==> config.mk <==
export PLATFORM = sky130hd
export DESIGN_NAME = ball_packet_parser_top
export DESIGN_NICKNAME = d
export VERILOG_FILES = /design/src/rtl/core/bpp_pkg.sv /design/src/rtl/core/bpp_front.sv /design/src/rtl/core/bpp_queue.sv /design/src/rtl/core/bpp_back.sv /design/src/rtl/core/ball_packet_parser_top.sv
export SDC_FILE = /design/constraint.sdc
export NUM_CORES = 1
export LEC_CHECK = 0
export ABC_AREA = 1
export BUFFER_PORTS_ARGS = -buffer_cell sky130_fd_sc_hd__buf_4
export CAP_MARGIN = 20
export CORE_MARGIN = 5
export CORE_UTILIZATION = 25
export DETAILED_ROUTE_END_ITERATION = 8
export GPL_TIMING_DRIVEN = 0
export HOLD_SLACK_MARGIN = 0.15
export SLEW_MARGIN = 20
export SYNTH_ARGS = -nofsm -noshare
export SYNTH_HDL_FRONTEND = slang
export SYNTH_SLANG_ARGS = --single-unit
==> constraint.sdc <==
create_clock -name aclk -period 6.6 [get_ports aclk]
set_clock_uncertainty 0.2 [all_clocks]
set_input_delay 0.66 -clock aclk [delete_from_list [all_inputs] [get_ports aclk]]
set_output_delay 0.66 -clock aclk [all_outputs]
set_load 0.05 [all_outputs]
==> src/rtl/core/bpp_pkg.sv <==
// ----------------------------------------------------------------------------
// bpp_pkg
// Types and constants shared by the ball packet parser modules.
// ----------------------------------------------------------------------------
package bpp_pkg;

    localparam logic [7:0] CH_END   = 8'h42;  // 'B'
    localparam logic [7:0] CH_START = 8'h62;  // 'b'
    localparam logic [7:0] CH_TAIL  = 8'h49;  // 'I'
    localparam logic [7:0] CH_DASH  = 8'h2D;  // '-'
    localparam logic [7:0] CH_ZERO  = 8'h30;
    localparam logic [7:0] CH_NINE  = 8'h39;

    localparam logic [3:0] FRAME_LEN     = 4'd9;
    localparam logic [3:0] FRAME_LEN_SAT = 4'd15;
    localparam logic [9:0] ANGLE_SAT     = 10'd1023;
    localparam logic [9:0] DIST_SAT      = 10'd511;
    localparam logic [9:0] ANGLE_LIMIT   = 10'd360;
    localparam logic [8:0] DIST_LIMIT    = 9'd250;
    localparam logic [8:0] HALF_TURN     = 9'd180;

    localparam logic [8:0] FRONT_MIN_RESET = 9'd340;
    localparam logic [8:0] FRONT_MAX_RESET = 9'd20;
    localparam logic [7:0] NEAR_RESET      = 8'd100;
    localparam logic [7:0] FAR_RESET       = 8'd150;

    localparam int QUEUE_DEPTH_DEFAULT = 2;

    typedef enum logic [1:0] {
        CFG_FRONT_MIN = 2'd0,
        CFG_FRONT_MAX = 2'd1,
        CFG_MOUTH_NEAR = 2'd2,
        CFG_MOUTH_FAR = 2'd3
    } cfg_index_t;

    typedef struct packed {
        logic [7:0] rx_byte;
        logic [8:0] compass_angle;
    } in_beat_t;

    typedef struct packed {
        logic [8:0] ball_angle;
        logic [8:0] ball_angle_fixed;
        logic [7:0] ball_distance;
        logic       ball_seen;
        logic       frame_ok;
        logic       in_front;
        logic       in_mouth;
        logic       in_mouth_far;
    } out_beat_t;

    // one closed frame, handed from the parser to the update stage
    typedef struct packed {
        logic       frame_ok;
        logic [8:0] angle;
        logic [7:0] distance;
        logic [8:0] heading;
    } frame_rec_t;

    typedef struct packed {
        logic [8:0] front_min_angle;
        logic [8:0] front_max_angle;
        logic [7:0] mouth_near_distance;
        logic [7:0] mouth_far_distance;
    } cfg_regs_t;

endpackage

==> src/rtl/core/bpp_front.sv <==
// ----------------------------------------------------------------------------
// bpp_front
// Byte parser: tracks the open frame and emits a frame record at each 'B'.
// ----------------------------------------------------------------------------
module bpp_front (
    input  logic               aclk,
    input  logic               aresetn,
    input  logic               beat_valid,
    input  bpp_pkg::in_beat_t  beat,
    output logic               rec_push,
    output bpp_pkg::frame_rec_t rec
);
    import bpp_pkg::*;

    logic [3:0] len_reg, len_next;
    logic       first_b_reg, first_b_next;
    logic       last_i_reg, last_i_next;
    logic [1:0] dash_reg, dash_next;
    logic       bad_reg, bad_next;
    logic [9:0] angle_reg, angle_next;
    logic [8:0] dist_reg, dist_next;
    logic       is_end;
    logic       ok;

    function automatic logic [9:0] push_digit(input logic [9:0] acc,
                                              input logic [7:0] ch,
                                              input logic [9:0] sat);
        logic [13:0] v;
        begin
            v = {4'b0, acc} * 14'd10 + {6'b0, ch - CH_ZERO};
            return (v > {4'b0, sat}) ? sat : v[9:0];
        end
    endfunction

    assign is_end = (beat.rx_byte == CH_END);

    always_comb begin
        len_next     = len_reg;
        first_b_next = first_b_reg;
        last_i_next  = last_i_reg;
        dash_next    = dash_reg;
        bad_next     = bad_reg;
        angle_next   = angle_reg;
        dist_next    = dist_reg;
        if (beat_valid) begin
            if (is_end) begin
                len_next     = '0;
                first_b_next = 1'b0;
                last_i_next  = 1'b0;
                dash_next    = '0;
                bad_next     = 1'b0;
                angle_next   = '0;
                dist_next    = '0;
            end else begin
                if (len_reg == '0) begin
                    first_b_next = (beat.rx_byte == CH_START);
                end
                if (len_reg != FRAME_LEN_SAT) begin
                    len_next = len_reg + 4'd1;
                end
                // an 'I' followed by more content was not the tail
                bad_next    = bad_reg | last_i_reg;
                last_i_next = 1'b0;
                case (beat.rx_byte) inside
                    CH_START: begin
                        if (dash_reg != '0) begin
                            bad_next = 1'b1;
                        end else begin
                            bad_next   = 1'b0;
                            angle_next = '0;
                        end
                    end
                    CH_DASH: begin
                        if (dash_reg != '0) begin
                            bad_next = 1'b1;
                        end
                        if (dash_reg != 2'd2) begin
                            dash_next = dash_reg + 2'd1;
                        end
                    end
                    [CH_ZERO:CH_NINE]: begin
                        if (dash_reg == '0) begin
                            angle_next = push_digit(angle_reg, beat.rx_byte, ANGLE_SAT);
                        end else begin
                            dist_next = 9'(push_digit({1'b0, dist_reg}, beat.rx_byte,
                                                      DIST_SAT));
                        end
                    end
                    CH_TAIL: begin
                        last_i_next = 1'b1;
                    end
                    default: begin
                        bad_next = 1'b1;
                    end
                endcase
            end
        end
    end

    always_ff @(posedge aclk) begin
        if (!aresetn) begin
            len_reg     <= '0;
            first_b_reg <= 1'b0;
            last_i_reg  <= 1'b0;
            dash_reg    <= '0;
            bad_reg     <= 1'b0;
            angle_reg   <= '0;
            dist_reg    <= '0;
        end else begin
            len_reg     <= len_next;
            first_b_reg <= first_b_next;
            last_i_reg  <= last_i_next;
            dash_reg    <= dash_next;
            bad_reg     <= bad_next;
            angle_reg   <= angle_next;
            dist_reg    <= dist_next;
        end
    end

    assign ok = (len_reg == FRAME_LEN) && first_b_reg && last_i_reg &&
                (dash_reg == 2'd1) && !bad_reg &&
                (angle_reg < ANGLE_LIMIT) && (dist_reg <= DIST_LIMIT);

    assign rec_push     = beat_valid && is_end;
    assign rec.frame_ok = ok;
    assign rec.angle    = angle_reg[8:0];
    assign rec.distance = dist_reg[7:0];
    assign rec.heading  = beat.compass_angle;

endmodule

==> src/rtl/core/bpp_queue.sv <==
// ----------------------------------------------------------------------------
// bpp_queue
// Small first-in first-out store of frame records between parser and update.
// ----------------------------------------------------------------------------
module bpp_queue #(
    parameter int Depth = bpp_pkg::QUEUE_DEPTH_DEFAULT
) (
    input  logic                aclk,
    input  logic                aresetn,
    input  logic                push,
    input  bpp_pkg::frame_rec_t push_data,
    output logic                full,
    input  logic                pop,
    output logic                head_valid,
    output bpp_pkg::frame_rec_t head_data
);
    import bpp_pkg::*;

    localparam int PtrW = (Depth > 1) ? $clog2(Depth) : 1;
    localparam int CntW = $clog2(Depth + 1);
    localparam logic [PtrW-1:0] LastPtr = PtrW'(Depth - 1);
    localparam logic [CntW-1:0] FullCnt = CntW'(Depth);

    frame_rec_t          mem [Depth];
    logic [PtrW-1:0]     wr_ptr_reg, wr_ptr_next;
    logic [PtrW-1:0]     rd_ptr_reg, rd_ptr_next;
    logic [CntW-1:0]     count_reg, count_next;

    assign full       = (count_reg == FullCnt);
    assign head_valid = (count_reg != '0);
    assign head_data  = mem[rd_ptr_reg];

    always_comb begin
        wr_ptr_next = wr_ptr_reg;
        rd_ptr_next = rd_ptr_reg;
        count_next  = count_reg;
        if (push) begin
            wr_ptr_next = (wr_ptr_reg == LastPtr) ? '0 : wr_ptr_reg + PtrW'(1);
        end
        if (pop) begin
            rd_ptr_next = (rd_ptr_reg == LastPtr) ? '0 : rd_ptr_reg + PtrW'(1);
        end
        if (push && !pop) begin
            count_next = count_reg + CntW'(1);
        end else if (pop && !push) begin
            count_next = count_reg - CntW'(1);
        end
    end

    always_ff @(posedge aclk) begin
        if (push) begin
            mem[wr_ptr_reg] <= push_data;
        end
    end

    always_ff @(posedge aclk) begin
        if (!aresetn) begin
            wr_ptr_reg <= '0;
            rd_ptr_reg <= '0;
            count_reg  <= '0;
        end else begin
            wr_ptr_reg <= wr_ptr_next;
            rd_ptr_reg <= rd_ptr_next;
            count_reg  <= count_next;
        end
    end

endmodule

==> src/rtl/core/bpp_back.sv <==
// ----------------------------------------------------------------------------
// bpp_back
// Update stage: folds frame records into the held ball state and drives the
// registered result beat.
// ----------------------------------------------------------------------------
module bpp_back (
    input  logic                aclk,
    input  logic                aresetn,
    input  bpp_pkg::cfg_regs_t  cfg,
    input  logic                rec_valid,
    input  bpp_pkg::frame_rec_t rec,
    output logic                rec_pop,
    output logic                m_valid,
    input  logic                m_ready,
    output bpp_pkg::out_beat_t  m_data
);
    import bpp_pkg::*;

    logic [8:0]  angle_reg, angle_next;
    logic [8:0]  fixed_reg, fixed_next;
    logic [7:0]  dist_reg, dist_next;
    logic        seen_reg, seen_next;
    logic        out_valid_reg, out_valid_next;
    out_beat_t   out_reg, out_next;
    logic [10:0] sum;
    logic [10:0] sum_wrapped;
    logic        front;

    assign rec_pop = rec_valid && (!out_valid_reg || m_ready);

    // a heading at or below a half turn gets +360; the sum is then wrapped by 360
    always_comb begin
        sum = {2'b0, rec.angle} + {2'b0, rec.heading};
        if (rec.heading <= HALF_TURN) begin
            sum = sum + {1'b0, ANGLE_LIMIT};
        end
        if (sum >= {ANGLE_LIMIT, 1'b0}) begin
            sum_wrapped = sum - {ANGLE_LIMIT, 1'b0};
        end else if (sum >= {1'b0, ANGLE_LIMIT}) begin
            sum_wrapped = sum - {1'b0, ANGLE_LIMIT};
        end else begin
            sum_wrapped = sum;
        end
    end

    always_comb begin
        angle_next = angle_reg;
        fixed_next = fixed_reg;
        dist_next  = dist_reg;
        seen_next  = seen_reg;
        if (rec_pop && rec.frame_ok) begin
            angle_next = rec.angle;
            fixed_next = sum_wrapped[8:0];
            dist_next  = rec.distance;
            seen_next  = 1'b1;
        end
    end

    assign front = seen_next && ((angle_next > cfg.front_min_angle) ||
                                 (angle_next < cfg.front_max_angle));

    always_comb begin
        out_next       = out_reg;
        out_valid_next = out_valid_reg;
        if (rec_pop) begin
            out_valid_next            = 1'b1;
            out_next.ball_angle       = angle_next;
            out_next.ball_angle_fixed = fixed_next;
            out_next.ball_distance    = dist_next;
            out_next.ball_seen        = seen_next;
            out_next.frame_ok         = rec.frame_ok;
            out_next.in_front         = front;
            out_next.in_mouth         = front && (dist_next <= cfg.mouth_near_distance);
            out_next.in_mouth_far     = front && (dist_next <= cfg.mouth_far_distance);
        end else if (m_ready) begin
            out_valid_next = 1'b0;
        end
    end

    always_ff @(posedge aclk) begin
        out_reg <= out_next;
    end

    always_ff @(posedge aclk) begin
        if (!aresetn) begin
            angle_reg     <= '0;
            fixed_reg     <= '0;
            dist_reg      <= '0;
            seen_reg      <= 1'b0;
            out_valid_reg <= 1'b0;
        end else begin
            angle_reg     <= angle_next;
            fixed_reg     <= fixed_next;
            dist_reg      <= dist_next;
            seen_reg      <= seen_next;
            out_valid_reg <= out_valid_next;
        end
    end

    assign m_valid = out_valid_reg;
    assign m_data  = out_reg;

endmodule

==> src/rtl/core/ball_packet_parser_top.sv <==
// ----------------------------------------------------------------------------
// ball_packet_parser_top
// Ball packet parser: serial frame decode with held ball state and flags.
// ----------------------------------------------------------------------------
// One byte beat is taken every clock cycle while the frame queue (QueueDepth
// entries, two by default) has room; a full queue holds off every byte, not
// only the frame-end byte 'B'. A 'B' pushes a frame record into the queue, and
// its result beat is valid on the m_ side from the edge at which the record
// leaves the queue, at the head and with the output register free. Sustained
// rate is one beat per cycle while the queue has room; the output register and
// the queue let the parser keep running while a result waits. The threshold
// registers are read when a result is formed.
module ball_packet_parser_top #(
    parameter int QueueDepth = bpp_pkg::QUEUE_DEPTH_DEFAULT
) (
    input  logic                  aclk,
    input  logic                  aresetn,
    input  logic                  s_valid,
    output logic                  s_ready,
    input  bpp_pkg::in_beat_t     s_data,
    output logic                  m_valid,
    input  logic                  m_ready,
    output bpp_pkg::out_beat_t    m_data,
    input  logic                  cfg_valid,
    output logic                  cfg_ready,
    input  bpp_pkg::cfg_index_t   cfg_index,
    input  logic [8:0]            cfg_data
);
    import bpp_pkg::*;

    cfg_regs_t  cfg_reg, cfg_next;
    logic       q_full;
    logic       rec_push;
    frame_rec_t push_rec;
    logic       head_valid;
    frame_rec_t head_rec;
    logic       rec_pop;

    assign cfg_ready = 1'b1;

    always_comb begin
        cfg_next = cfg_reg;
        if (cfg_valid) begin
            unique case (cfg_index)
                CFG_FRONT_MIN:  cfg_next.front_min_angle     = cfg_data;
                CFG_FRONT_MAX:  cfg_next.front_max_angle     = cfg_data;
                CFG_MOUTH_NEAR: cfg_next.mouth_near_distance = cfg_data[7:0];
                CFG_MOUTH_FAR:  cfg_next.mouth_far_distance  = cfg_data[7:0];
                default:        cfg_next = cfg_reg;
            endcase
        end
    end

    always_ff @(posedge aclk) begin
        if (!aresetn) begin
            cfg_reg.front_min_angle     <= FRONT_MIN_RESET;
            cfg_reg.front_max_angle     <= FRONT_MAX_RESET;
            cfg_reg.mouth_near_distance <= NEAR_RESET;
            cfg_reg.mouth_far_distance  <= FAR_RESET;
        end else begin
            cfg_reg <= cfg_next;
        end
    end

    assign s_ready = !q_full;

    bpp_front u_front (
        .aclk       (aclk),
        .aresetn    (aresetn),
        .beat_valid (s_valid && s_ready),
        .beat       (s_data),
        .rec_push   (rec_push),
        .rec        (push_rec)
    );

    bpp_queue #(
        .Depth (QueueDepth)
    ) u_queue (
        .aclk       (aclk),
        .aresetn    (aresetn),
        .push       (rec_push),
        .push_data  (push_rec),
        .full       (q_full),
        .pop        (rec_pop),
        .head_valid (head_valid),
        .head_data  (head_rec)
    );

    bpp_back u_back (
        .aclk      (aclk),
        .aresetn   (aresetn),
        .cfg       (cfg_reg),
        .rec_valid (head_valid),
        .rec       (head_rec),
        .rec_pop   (rec_pop),
        .m_valid   (m_valid),
        .m_ready   (m_ready),
        .m_data    (m_data)
    );

endmodule
After elaboration in Yosys (flattened, before gate mapping) --
Memory sizes are Yosys's and may differ from the RTL's. A register that Yosys moved wholly into a read port is not among the register bits. Cells that the tools add are included.
Word-level totals: bits in registers 125, memory bits (writable) 54, bits of input ports 33, output and inout bits 34, word-level logic and storage cells 170, memories kept 1
Memory list:
- u_queue.mem | words 2, bits a word 27, read ports 1, clocked after Yosys merged registers in 1, wr ports 1, RTL line bpp_queue.sv:24 | frame_rec_t mem [Depth];
Cells by class: add/sub/neg operators 13, $mul 2, $lt $le $gt $ge 13, equality and inequality tests 17, muxes and demuxes 50, bitwise logic cells 1, reduce and logical (&&, ||, !) cells 46
Operators by type and width (count):
- 9-bit two-way mux | 10
- 10-bit two-way mux | 7
- 8-bit by 7-bit == test with 1-bit output (second input constant) | 3
- 1-bit two-way mux | 23
- 9-bit by 8-bit <= comparator with 1-bit output (second input constant) | 2
- 2-bit nonzero test | 9
- 8-bit <= comparator | 2
- 1-bit logical AND | 16
- 13-bit by 8-bit adder with 14-bit output | 1
- 14-bit by 8-bit adder with 14-bit output | 1
- 14-bit by 10-bit greater-than comparator with 1-bit output (second input constant) | 1
- 14-bit by 9-bit greater-than comparator with 1-bit output (second input constant) | 1
- 10-bit by 3-bit multiplier with 13-bit output (second input constant) | 1
- 9-bit by 3-bit multiplier with 12-bit output (second input constant) | 1
- 2-bit two-way mux | 6
- 2-bit AND reduction | 6
- 11-bit by 9-bit adder with 11-bit output (second input constant) | 1
- 11-bit by 10-bit >= comparator with 1-bit output (second input constant) | 1
- 11-bit by 9-bit >= comparator with 1-bit output (second input constant) | 1
- 11-bit two-way mux | 1
- 9-bit by 9-bit adder with 10-bit output | 1
- 10-bit by 9-bit < comparator with 1-bit output (second input constant) | 1
- 5-bit AND reduction | 2
- 9-bit greater-than comparator | 1
- other kinds (28) | 43

Logic depth before layout (Yosys ltp) --
Gate-level depths: netlist (run 1).
word-level depth 9, depth in mapped cells 30, depth with buffers taken out 29

Cells and area by module --
Synthesis (run 1) repeated with hierarchy kept, for this count alone.
Unflattened totals: cell total of the unflattened synthesis 1348, area, all modules 11433.5 um2
Modules (own cells, without submodules):
- bpp_back | times used 1, cells an instance 546, area an instance 4350.4 um2, sequential area each 1491.4 um2
- bpp_front | times used 1, cells an instance 480, area an instance 3308.2 um2, sequential area each 560.5 um2
- bpp_queue | times used 1, cells an instance 119, area an instance 2279.7 um2, sequential area each 1721.7 um2
- ball_packet_parser_top | times used 1, cells an instance 203, area an instance 1495.2 um2, sequential area each 680.7 um2

Worst setup path before layout (run 1) --
No wires, ideal clock.
path kind input-to-reg, start input port m_ready, end register u_back.out_reg, in the netlist u_back.m_data[0], data pin, library setup time 0.253 ns, arrival 4.840 ns, required time 6.147 ns, path slack 1.307 ns, stages on the path 22, path buffers 2, path through nor2_1 > a21oi_1 > nand2_1 > inv_1 > clkbuf_1 > clkbuf_1 > or2_2 > o21ai_0 > inv_1 > ha_1 > nand2_1 > nor2_1 > a211oi_1 > o21ai_0 > nand3_1 > nand2_1 > a21oi_1 > nor2_1 > o32ai_1 > nand2_1 > nand2_1 > nor2_1
Between the ends: cells in the longest elaborated chain, start to end 8, elaborated cells between the ends (all ways) 12
Ends and longest elaborated chain:
- start, declared | RTL line ball_packet_parser_top.sv:22 | input logic m_ready,
- 1-bit logical OR (*) | RTL line bpp_back.sv:29 | assign rec_pop = rec_valid && (!out_valid_reg || m_ready);
- 1-bit logical AND (*) | RTL line bpp_back.sv:29
- net rec_pop | RTL line ball_packet_parser_top.sv:37 | logic rec_pop;
- 1-bit logical AND (*) | RTL line bpp_back.sv:51 | if (rec_pop && rec.frame_ok) begin
- 9-bit two-way mux (*) | RTL line bpp_back.sv:51
- net u_back.angle_next[2] | RTL line bpp_back.sv:19 | logic [8:0] angle_reg, angle_next;
- 9-bit greater-than comparator or 9-bit < comparator (tied branches) | RTL line bpp_back.sv:59, bpp_back.sv:60
- 1-bit logical OR (*) | RTL line bpp_back.sv:59 | assign front = seen_next && ((angle_next > cfg.front_min_angle) ||
- 1-bit logical AND (*) | RTL line bpp_back.sv:59
- 1-bit logical AND (*) | RTL line bpp_back.sv:74 | out_next.in_mouth_far = front && (dist_next <= cfg.mouth_far_distance);
- end signal, assigned | RTL line bpp_back.sv:81 | out_reg <= out_next;
- end, declared | RTL line bpp_back.sv:24 | out_beat_t out_reg, out_next;
Mark *: on every way through the listed nets, which the timed path passes. The rest lies on a longest branch. A chain may end at the register's enable or synchronous reset.

Final worst setup path (run 1) --
start register u_queue.count_reg[0], end register u_back.out_reg, in the netlist u_back.m_data[1], data pin
Between the ends: cells in the longest elaborated chain, start to end 8, elaborated cells between the ends (all ways) 12
Ends and longest elaborated chain:
- start, declared | RTL line bpp_queue.sv:27 | logic [CntW-1:0] count_reg, count_next;
- start signal, assigned | RTL line bpp_queue.sv:64 | count_reg <= count_next;
- 2-bit nonzero test (*) | RTL line bpp_queue.sv:30 | assign head_valid = (count_reg != '0);
- 1-bit logical AND (*) | RTL line bpp_back.sv:29
- net rec_pop | RTL line ball_packet_parser_top.sv:37
- 1-bit logical AND (*) | RTL line bpp_back.sv:51
- 9-bit two-way mux (*) | RTL line bpp_back.sv:51
- net u_back.angle_next[2] | RTL line bpp_back.sv:19
- 9-bit greater-than comparator or 9-bit < comparator (tied branches) | RTL line bpp_back.sv:59, bpp_back.sv:60
- 1-bit logical OR (*) | RTL line bpp_back.sv:59
- 1-bit logical AND (*) | RTL line bpp_back.sv:59
- 1-bit logical AND (*) | RTL line bpp_back.sv:73 | out_next.in_mouth = front && (dist_next <= cfg.mouth_near_distance);
Marks and branches as above.

==> results of run 1 <==
[routing by layer]
metal,vias up,wire [um],GRT usage,part of all wire
met1,3759,11200,0.143,0.46
met4,0,451,0.0353,0.018
met3,32,1460,0.0242,0.060
met5,-,0,0,0
met2,151,11300,0.181,0.46
li1,4239,-,-,-
[worst paths after layout]
path,from,end,slack (ps),cells past startpoint
setup / recovery,u_queue.count_reg[0],u_back.m_data[1],1970,22
hold / removal,s_data[2],u_queue.mem[0][2],210,1
setup reg to reg,u_queue.count_reg[0],u_back.m_data[1],1970,22
hold reg to reg,u_back.seen_reg,u_back.seen_reg,260,2
[where the power goes]
part	internal, mW	switching (mW)	leakage [nW]
Clock	0.513	0.442	0.266
Combinational	0.787	1.63	3.81
Sequential	1.41	0.0635	1.62
Total	2.71	2.14	5.70
[worst max-delay path: stages, from the launching register on]
cell	delay, ps
dfxtp_1	320
inv_1	110
a21oi_4	600
nand2_1	330
inv_1	170
clkbuf_1	380
clkbuf_1	340
or2_2	170
o21ai_0	100
inv_1	170
ha_1	270
nand2_1	110
nor2_1	50
a211oi_1	170
o21ai_0	110
nand3_1	70
nand2_1	50
a21oi_1	130
nor2_1	50
o32ai_1	120
nand2_1	80
nand2_1	170
nor2_1	70
[per-stage QoR]
stage,std cells,power [mW],TNS (ps),hold slack [ps]
2_1_floorplan,1228,3.31,0,226
3_3_place_gp,1825,3.86,-4130,236
3_5_place_dp,1828,3.94,0,246
4_1_cts,1860,4.90,0,194
5_1_grt,1860,5.24,0,194
6_report,1861,4.85,0,212
[layout make-up]
class,instances,area [um^2]
diodes,1,2.50
plain buffers,22,116
clock buffers,22,464
clock inverters,10,90.1
fillers,4290,28600
inverters,169,634
multi-input cells,857,5050
flip-flops and latches,180,4450
well taps,532,666
repair buffers,68,556
[cells by family after synthesis]
group	Yosys count	share of synthesized area
other cells	1	0.000367
compound gates	209	0.114
flops	180	0.436
simple gates	512	0.218
fa+ha+maj	107	0.135
xor+xnor	28	0.0240
buf+inv	191	0.0734
[synthesized netlist by cell type (all sizes together)]
library cell / n / share of area
nor3: 14 / 0.0069
or2: 24 / 0.015
o2111ai: 1 / 0.00086
nand3: 63 / 0.034
xnor2: 10 / 0.0086
o211a: 1 / 0.00098
and3: 1 / 0.00061
a2111o: 1 / 0.0011
and2: 1 / 0.00061
a31oi: 3 / 0.0018
a21o: 1 / 0.00073
dfxtp: 95 / 0.19
nor3b: 1 / 0.00073
o221a: 2 / 0.0022
o211ai: 11 / 0.0081
a221oi: 1 / 0.00086
nor2: 93 / 0.035
buf: 5 / 0.0051
nand4: 10 / 0.0061
nand2: 303 / 0.12
fa: 5 / 0.0098
ha: 102 / 0.12
o21ai: 74 / 0.037
conb: 1 / 0.00037
xor2: 18 / 0.015
inv: 168 / 0.062
o21a: 2 / 0.0015
o32ai: 1 / 0.00086
clkbuf: 17 / 0.0062
o21bai: 6 / 0.0048
a211oi: 4 / 0.0029
nor4: 2 / 0.0012
o311a: 1 / 0.00098
clkinv: 1 / 0.00037
a21oi: 100 / 0.050
edfxtp: 85 / 0.25
==> run summary, run 1 <==
area post-placement - 0.0115 mm^2
sequential area share after synthesis - 0.436
Syn Std Cell Area - 0.0102 mm^2
required time worst endpoint - 6580 ps
Root Driver - clkbuf_16
CP startpoint kind - flip-flop
max reg flops - 54
pin count of the biggest net entering global routing - 26
Final Cycle Share - 0.702
most common cell after layout, fill and taps aside - nand2_1
vias per std cell - 4.40
vias in the first global route - 7,960
Final Instance Area - 0.0120 mm^2
Util after Layout - 0.296
status - completed
I/O Buffers - 65
DRT Pass-1 Iters - 5
Resized Gates After CTS - 0
drt wl/cell - 13.1 um
Row Count - 74
Crit Path Max Fanout - 15
Max Slew Vio Count - 0
Ports - 67
CP Data Arrival Time - 4620 ps
# DRC - 0
Syn Inst Count - 1,228
CTS Sinks - 180
Leakage Power - 5.70 nW
nets@finish - 1,455
share of layout cells above drive strength 1 - 0.126
PD cells - 403 mW/mm^2
first-pass GRT wire length - 39,900 um
Vias - 8,181
CTS buffer count - 17
syn nets - 1,368
grt ovf - 0
commonest non-fill, non-tap cells in the layout - nand2_1 (284), inv_1 (164), ha_1 (102)
initial antenna violation count - 1
Initial Util - 0.252
Core Area - 0.0406 mm^2
Hold Crit Class - in -> reg
Final Wtd Congestion - 0.839
final hold vios - 0
CTS tree - yes
syn_area_per_cell - 8.33 um^2
Final Setup Violations - 0
Reg clk slew, reported paths - 70 ps
CTS H-Tree Depth - 4
detailed placer's ending HPWL - 19,200 um
Worst VDD drop - 187 uV
Yosys cell types - 47
Slew @ Worst Pin - 861 ps
max cap viols - 0
total wire length - 24,400 um
initial DRC count - 369
FF+latch count, synth - 180
post-route minimum period - 4630 ps
dpl ws - 1580 ps
Die W - 212 um
Routed Antenna Nets - 0
worst setup margin - 1970 ps
Max Root-Sink Buffers - 2
Area growth syn-to-layout - 17.7%
worst slew margin relative to its limit - 0.426
clk_lat worst skew - 430 ps
hold buffer count at cts - 0
# Post-CTS Setup Buffers - 0
fmax - 0.216 GHz
GRT Total Usage - 0.109
Yosys Warn Count - 0
chip height - 212 um
Crit Path Category - reg -> reg
Worst setup EP type - flip-flop
die area - 0.0450 mm^2
RSZ-0062 raised after global routing - no
Power figures use the tool's default switching activity.
==> run 2: changes to the inputs <==
clock period = 4.4 ns   (was 6.6 ns; I/O delays follow)
==> run summary, run 2 (synthesis results as in run 1) <==
commonest non-fill, non-tap cells in the layout - nand2_1 (282), inv_1 (164), ha_1 (102) (was nand2_1 (284), inv_1 (164), ha_1 (102))
vias per std cell - 4.38 (was 4.40)
vias in the first global route - 8,152 (was 7,960)
I/O Buffers - 65 (unchanged)
initial antenna violation count - 2 (was 1)
total power - 7.36 mW (was 4.85 mW)
Slew @ Worst Pin - 1060 ps (was 861 ps)
Reg clk slew, reported paths - 80 ps (was 70 ps)
drt wl/cell - 13.2 um (was 13.1 um)
CP startpoint kind - flip-flop (unchanged)
Ports - 67 (unchanged)
# DRC - 0 (unchanged)
RSZ-0062 raised after global routing - no (unchanged)
detailed placer's ending HPWL - 19,300 um (was 19,200 um)
Crit Path Category - reg -> reg (unchanged)
final hold vios - 0 (unchanged)
clk_lat worst skew - 430 ps (about the same)
total wire length - 24,800 um (was 24,400 um)
Core Area - 0.0406 mm^2 (unchanged)
CTS tree - yes (unchanged)
Crit Path Max Fanout - 10 (was 15)
most common cell after layout, fill and taps aside - nand2_1 (unchanged)
CP Data Arrival Time - 3970 ps (was 4620 ps)
slowest stage delay, CP - 380 ps (was 600 ps)
CP max-delay cell - fa_2 (was a21oi_4)
nets@finish - 1,475 (was 1,455)
GRT Total Usage - 0.112 (was 0.109)
post-route minimum period - 3990 ps (was 4630 ps)
die area - 0.0450 mm^2 (unchanged)
Vias - 8,250 (was 8,181)
status - completed (unchanged)
pin count of the biggest net entering global routing - 26 (unchanged)
first-pass GRT wire length - 40,900 um (was 39,900 um)
required time worst endpoint - 4380 ps (was 6580 ps)
Routed Antenna Nets - 0 (unchanged)
chip height - 212 um (unchanged)
most used cell, CP - nand2_1 (unchanged)
CTS Sinks - 180 (unchanged)
Hold Crit Class - in -> reg (unchanged)
Final Setup Violations - 0 (unchanged)
CTS buffer count - 17 (unchanged)
Max Slew Vio Count - 0 (unchanged)
Die W - 212 um (unchanged)
grt ovf - 0 (unchanged)
Max Root-Sink Buffers - 2 (unchanged)
setup TNS - 0 ps (unchanged)
Final Cycle Share - 0.906 (was 0.702)
Row Count - 74 (unchanged)
worst slew margin relative to its limit - 0.288 (was 0.426)
Leakage Power - 5.81 nW (was 5.70 nW)
DRT Pass-1 Iters - 5 (unchanged)
Initial Util - 0.252 (unchanged)
Worst VDD drop - 329 uV (was 187 uV)
Area growth syn-to-layout - 20.0% (was 17.7%)
max cap viols - 0 (unchanged)
share of layout cells above drive strength 1 - 0.129 (was 0.126)
max reg flops - 54 (unchanged)
fmax - 0.251 GHz (was 0.216 GHz)
CTS H-Tree Depth - 4 (unchanged)
PD cells - 600 mW/mm^2 (was 403 mW/mm^2)
Root Driver - clkbuf_16 (unchanged)
Final Wtd Congestion - 0.857 (was 0.839)
Worst setup EP type - flip-flop (unchanged)
initial DRC count - 414 (was 369)
==> run 2: changes by cell type in the layout (fill, tap and decap cells not counted), sizes merged <==
cell / before / now
dlygate4sd3: 0 / 20
inv: 173 / 176
clkbuf: 39 / 37
clkinvlp: 2 / 0
buf: 73 / 74
diode: 1 / 2
==> run 2: area by class of cell <==
cell class	count	area [um^2]
fill	4228	28400
multi-input combinational	857	5060
antenna	2	5.00
clock inverter	11	83.8
inverter	169	634
clock buffer	21	483
sequential	180	4450
tap	532	666
buffer	21	120
timing repair buffer	89	763
==> run 2: worst paths after layout <==
check / cells after the start / slack [ps] / startpoint / to
min: 3 / 170 / s_data[12] / u_front.last_i_reg
min reg2reg: 2 / 250 / u_back.seen_reg / u_back.seen_reg
max reg2reg: 28 / 410 / flip-flop / u_back.m_data[18]
max: 28 / 410 / flip-flop / u_back.m_data[18]
==> run 2: critical path, delay by kind of cell, from the launching register on <==
| kind | cells | cell delay, ps |
|---|---|---|
| and+or+nand+nor | 19 | 1560 |
| DFF | 1 | 360 |
| buffers and inverters | 5 | 520 |
| adders and majority gates | 4 | 1110 |
==> run 2: power breakdown <==
group	total (mW)	switching [mW]	internal [mW]	leakage (nW)
clock	1.47	0.670	0.803	0.286
combinational	3.68	2.47	1.21	3.90
sequential	2.21	0.0959	2.12	1.62
==> run 2: per-layer routing <==
| metal | vias up | global-route usage | share of wire |
|---|---|---|---|
| met5 | - | 0 | 0 |
| met2 | 128 | 0.191 | 0.47 |
| met3 | 27 | 0.0207 | 0.040 |
| li1 | 4286 | - | - |
| met4 | 0 | 0.0294 | 0.016 |
| met1 | 3809 | 0.145 | 0.47 |
==> run 2: through the flow <==
stage | instances | area, um^2 | worst slack (ps) | hold WS (ps) | util
floorplan | 1228 | 10200 | 58.0 | 226 | -
finish | 1882 | 12300 | 414 | 175 | 0.302
CTS | 1881 | 12200 | 93.2 | 159 | 0.301
global placement | 1825 | 11400 | -1820 | 236 | 0.280
global route | 1881 | 12300 | 29.1 | 197 | 0.302
detailed placement | 1828 | 11500 | -440 | 248 | 0.282
==> run 2: timing repair <==
item / in CTS / in global routing
setup buffers: 1 / 0
pin swaps: 1 / 0
endpoints found under the setup margin: 3 / 15
gates resized for setup: 0 / 12
endpoints found under the hold margin: 44 / 0
hold buffers: 20 / 0
==> run 3: changes to the inputs <==
CORE_UTILIZATION = 40   (was 25)
==> run summary, run 3 (synthesis results as in run 1) <==
status - completed (unchanged)
chip height - 170 um (was 212 um)
Root Driver - clkbuf_16 (unchanged)
Final Cycle Share - 0.919 (was 0.906)
Final Wtd Congestion - 0.857 (about the same)
ant diodes - 0 (was 2)
r2r worst-path depth - 28 (unchanged)
Final Instance Area - 0.0120 mm^2 (was 0.0123 mm^2)
total wire length - 22,300 um (was 24,800 um)
nets@finish - 1,475 (unchanged)
Max Slew Vio Count - 0 (unchanged)
drt wl/cell - 13.3 um (was 13.2 um)
vias per std cell - 4.75 (was 4.38)
met3 Track Usage GR - 0.0235 (was 0.0207)
Ports - 67 (unchanged)
Comb power frac - 0.497 (was 0.500)
commonest non-fill, non-tap cells in the layout - nand2_1 (282), inv_1 (164), ha_1 (102) (unchanged)
die area - 0.0289 mm^2 (was 0.0450 mm^2)
PD cells - 608 mW/mm^2 (was 600 mW/mm^2)
final hold vios - 0 (unchanged)
Area growth syn-to-layout - 17.4% (was 20.0%)
Routed Antenna Nets - 0 (unchanged)
# DRC - 0 (unchanged)
CTS H-Tree Depth - 4 (unchanged)
Core Area - 0.0252 mm^2 (was 0.0406 mm^2)
# fillers - 2,380 (was 4,228)
Clock power frac - 0.201 (was 0.200)
CP Data Arrival Time - 4030 ps (was 3970 ps)
Hold Crit Depth - 3 (unchanged)
Sequential Power Share - 0.301 (was 0.300)
Worst setup EP type - flip-flop (unchanged)
Slew @ Worst Pin - 885 ps (was 1060 ps)
R2R Path End - u_back.m_data[20] (was u_back.m_data[18])
vias in the first global route - 7,618 (was 8,152)
area post-placement - 0.0112 mm^2 (was 0.0115 mm^2)
Reg clk slew, reported paths - 70 ps (was 80 ps)
pin count of the biggest net entering global routing - 26 (unchanged)
CTS Sinks - 180 (unchanged)
fmax - 0.247 GHz (was 0.251 GHz)
CTS buffer count - 17 (unchanged)
most common cell after layout, fill and taps aside - nand2_1 (unchanged)
Initial Util - 0.406 (was 0.252)
RSZ-0062 raised after global routing - no (unchanged)
GRT Total Usage - 0.156 (was 0.112)
Die W - 170 um (was 212 um)
FF-to-FF setup slack - 480 ps (was 410 ps)
initial DRC count - 384 (was 414)
max cap viols - 0 (unchanged)
share of layout cells above drive strength 1 - 0.130 (was 0.129)
Crit Path Max Fanout - 21 (was 10)
hold wc startpoint - cfg_index[0] (was s_data[12])
Max Root-Sink Buffers - 2 (unchanged)
first-pass GRT wire length - 36,900 um (was 40,900 um)
I/O Buffers - 65 (unchanged)
Crit Path Category - in -> reg (was reg -> reg)
grt ovf - 0 (unchanged)
required time worst endpoint - 4380 ps (about the same)
clk_lat worst skew - 430 ps (about the same)
Vias - 7,965 (was 8,250)
DRT Pass-1 Iters - 5 (unchanged)
CP startpoint kind - primary input (was flip-flop)
switching share of total power - 0.436 (was 0.439)
met1 GRT Util - 0.213 (was 0.145)
CTS tree - yes (unchanged)
max reg flops - 54 (unchanged)
post-route minimum period - 4040 ps (was 3990 ps)
GR Util met2 - 0.260 (was 0.191)
Worst VDD drop - 462 uV (was 329 uV)
initial antenna violation count - 0 (was 2)
Psw - 3.18 mW (was 3.24 mW)
Row Count - 58 (was 74)
Hold Crit Class - in -> reg (unchanged)
Hold Path End - cfg_reg[27] (was u_front.last_i_reg)
detailed placer's ending HPWL - 17,200 um (was 19,300 um)
Leakage Power - 5.81 nW (about the same)
worst slew margin relative to its limit - 0.406 (was 0.288)
setup TNS - 0 ps (unchanged)
Most Crowded Layer GR - met2 (unchanged)
Final Setup Violations - 0 (unchanged)
internal power - 4.12 mW (was 4.13 mW)
==> run 3: cell count changes in the layout (fill, tap and decap cells not counted), sizes merged <==
cell / before / now
clkbuf: 37 / 34
diode: 2 / 0
bufinv: 0 / 1
clkinv: 4 / 5
clkinvlp: 0 / 1
==> run 3: per-layer routing <==
metal	vias up	share of wire	wire length, um
met5	-	0	0
met3	22	0.038	836
li1	4287	-	-
met1	3519	0.48	10800
met4	0	0.016	353
met2	137	0.46	10300
==> run 3: layout make-up <==
cell class / instances / area [um^2] / share of cell area
plain buffers: 20 / 116 / 0.00969
clock buffers: 18 / 429 / 0.0357
clock inverters: 14 / 140 / 0.0117
inverters: 169 / 634 / 0.0528
multi-input cells: 857 / 5050 / 0.421
flip-flops and latches: 180 / 4450 / 0.371
well taps: 330 / 413 / 0.0344
repair buffers: 90 / 768 / 0.0640
==> run 3: critical path: stages <==
cell and delay [ps]:
dlygate4sd3_1 540, buf_4 130, nor2_1 240, a21oi_4 70, nand2_2 160, inv_1 270
or2_2 350, o21ai_0 120, inv_1 150, ha_1 310, nand2_1 100, nor2_1 50
a211oi_1 220, o21ai_0 120, nand3_1 80, nand2_1 50, a21oi_1 120, nor2_1 50
o32ai_1 130, nand2_1 100, nand2_1 140, nor2_1 60
==> run 3: worst max-delay path by stage <==
stage | endpoint | startpoint | slack, ps | cells past startpoint
2_1_floorplan | u_back.m_data[0] | u_back.m_valid | 60 | 23
3_3_place_gp | u_back.m_data[0] | m_ready | -1670 | 23
4_1_cts | u_back.m_data[1] | m_ready | 40 | 24
5_1_grt | u_back.m_data[2] | m_ready | 20 | 22
3_5_place_dp | u_back.m_data[1] | m_ready | -350 | 23
6_report | u_back.m_data[1] | m_ready | 360 | 22
==> run 3: through the flow <==
stage	setup WS, ps	hold WS (ps)	utilization	cells	power (mW)
6_report	356	190	0.477	1678	7.30
5_1_grt	21.4	190	0.477	1678	7.85
4_1_cts	45.0	177	0.476	1679	7.36
3_5_place_dp	-354	244	0.446	1626	5.85
3_3_place_gp	-1670	237	0.442	1623	5.77
2_1_floorplan	58.0	226	-	1228	4.96
==> run 3: power groups by stage <==
stage / logic [mW] / registers [mW] / clock network [mW]
finish: 3.63 / 2.20 / 1.47
global route: 4.04 / 2.23 / 1.58
CTS: 3.65 / 2.20 / 1.51
detailed placement: 3.61 / 2.24 / 0
global placement: 3.53 / 2.24 / 0
floorplan: 2.18 / 2.78 / 0
==> run 3: repair_timing <==
action	CTS	global route
setup endpoints to repair	3	15
hold endpoints to repair	42	0
pin swaps	1	0
setup buffers	1	0
gates resized for setup	0	11
hold buffers	20	0
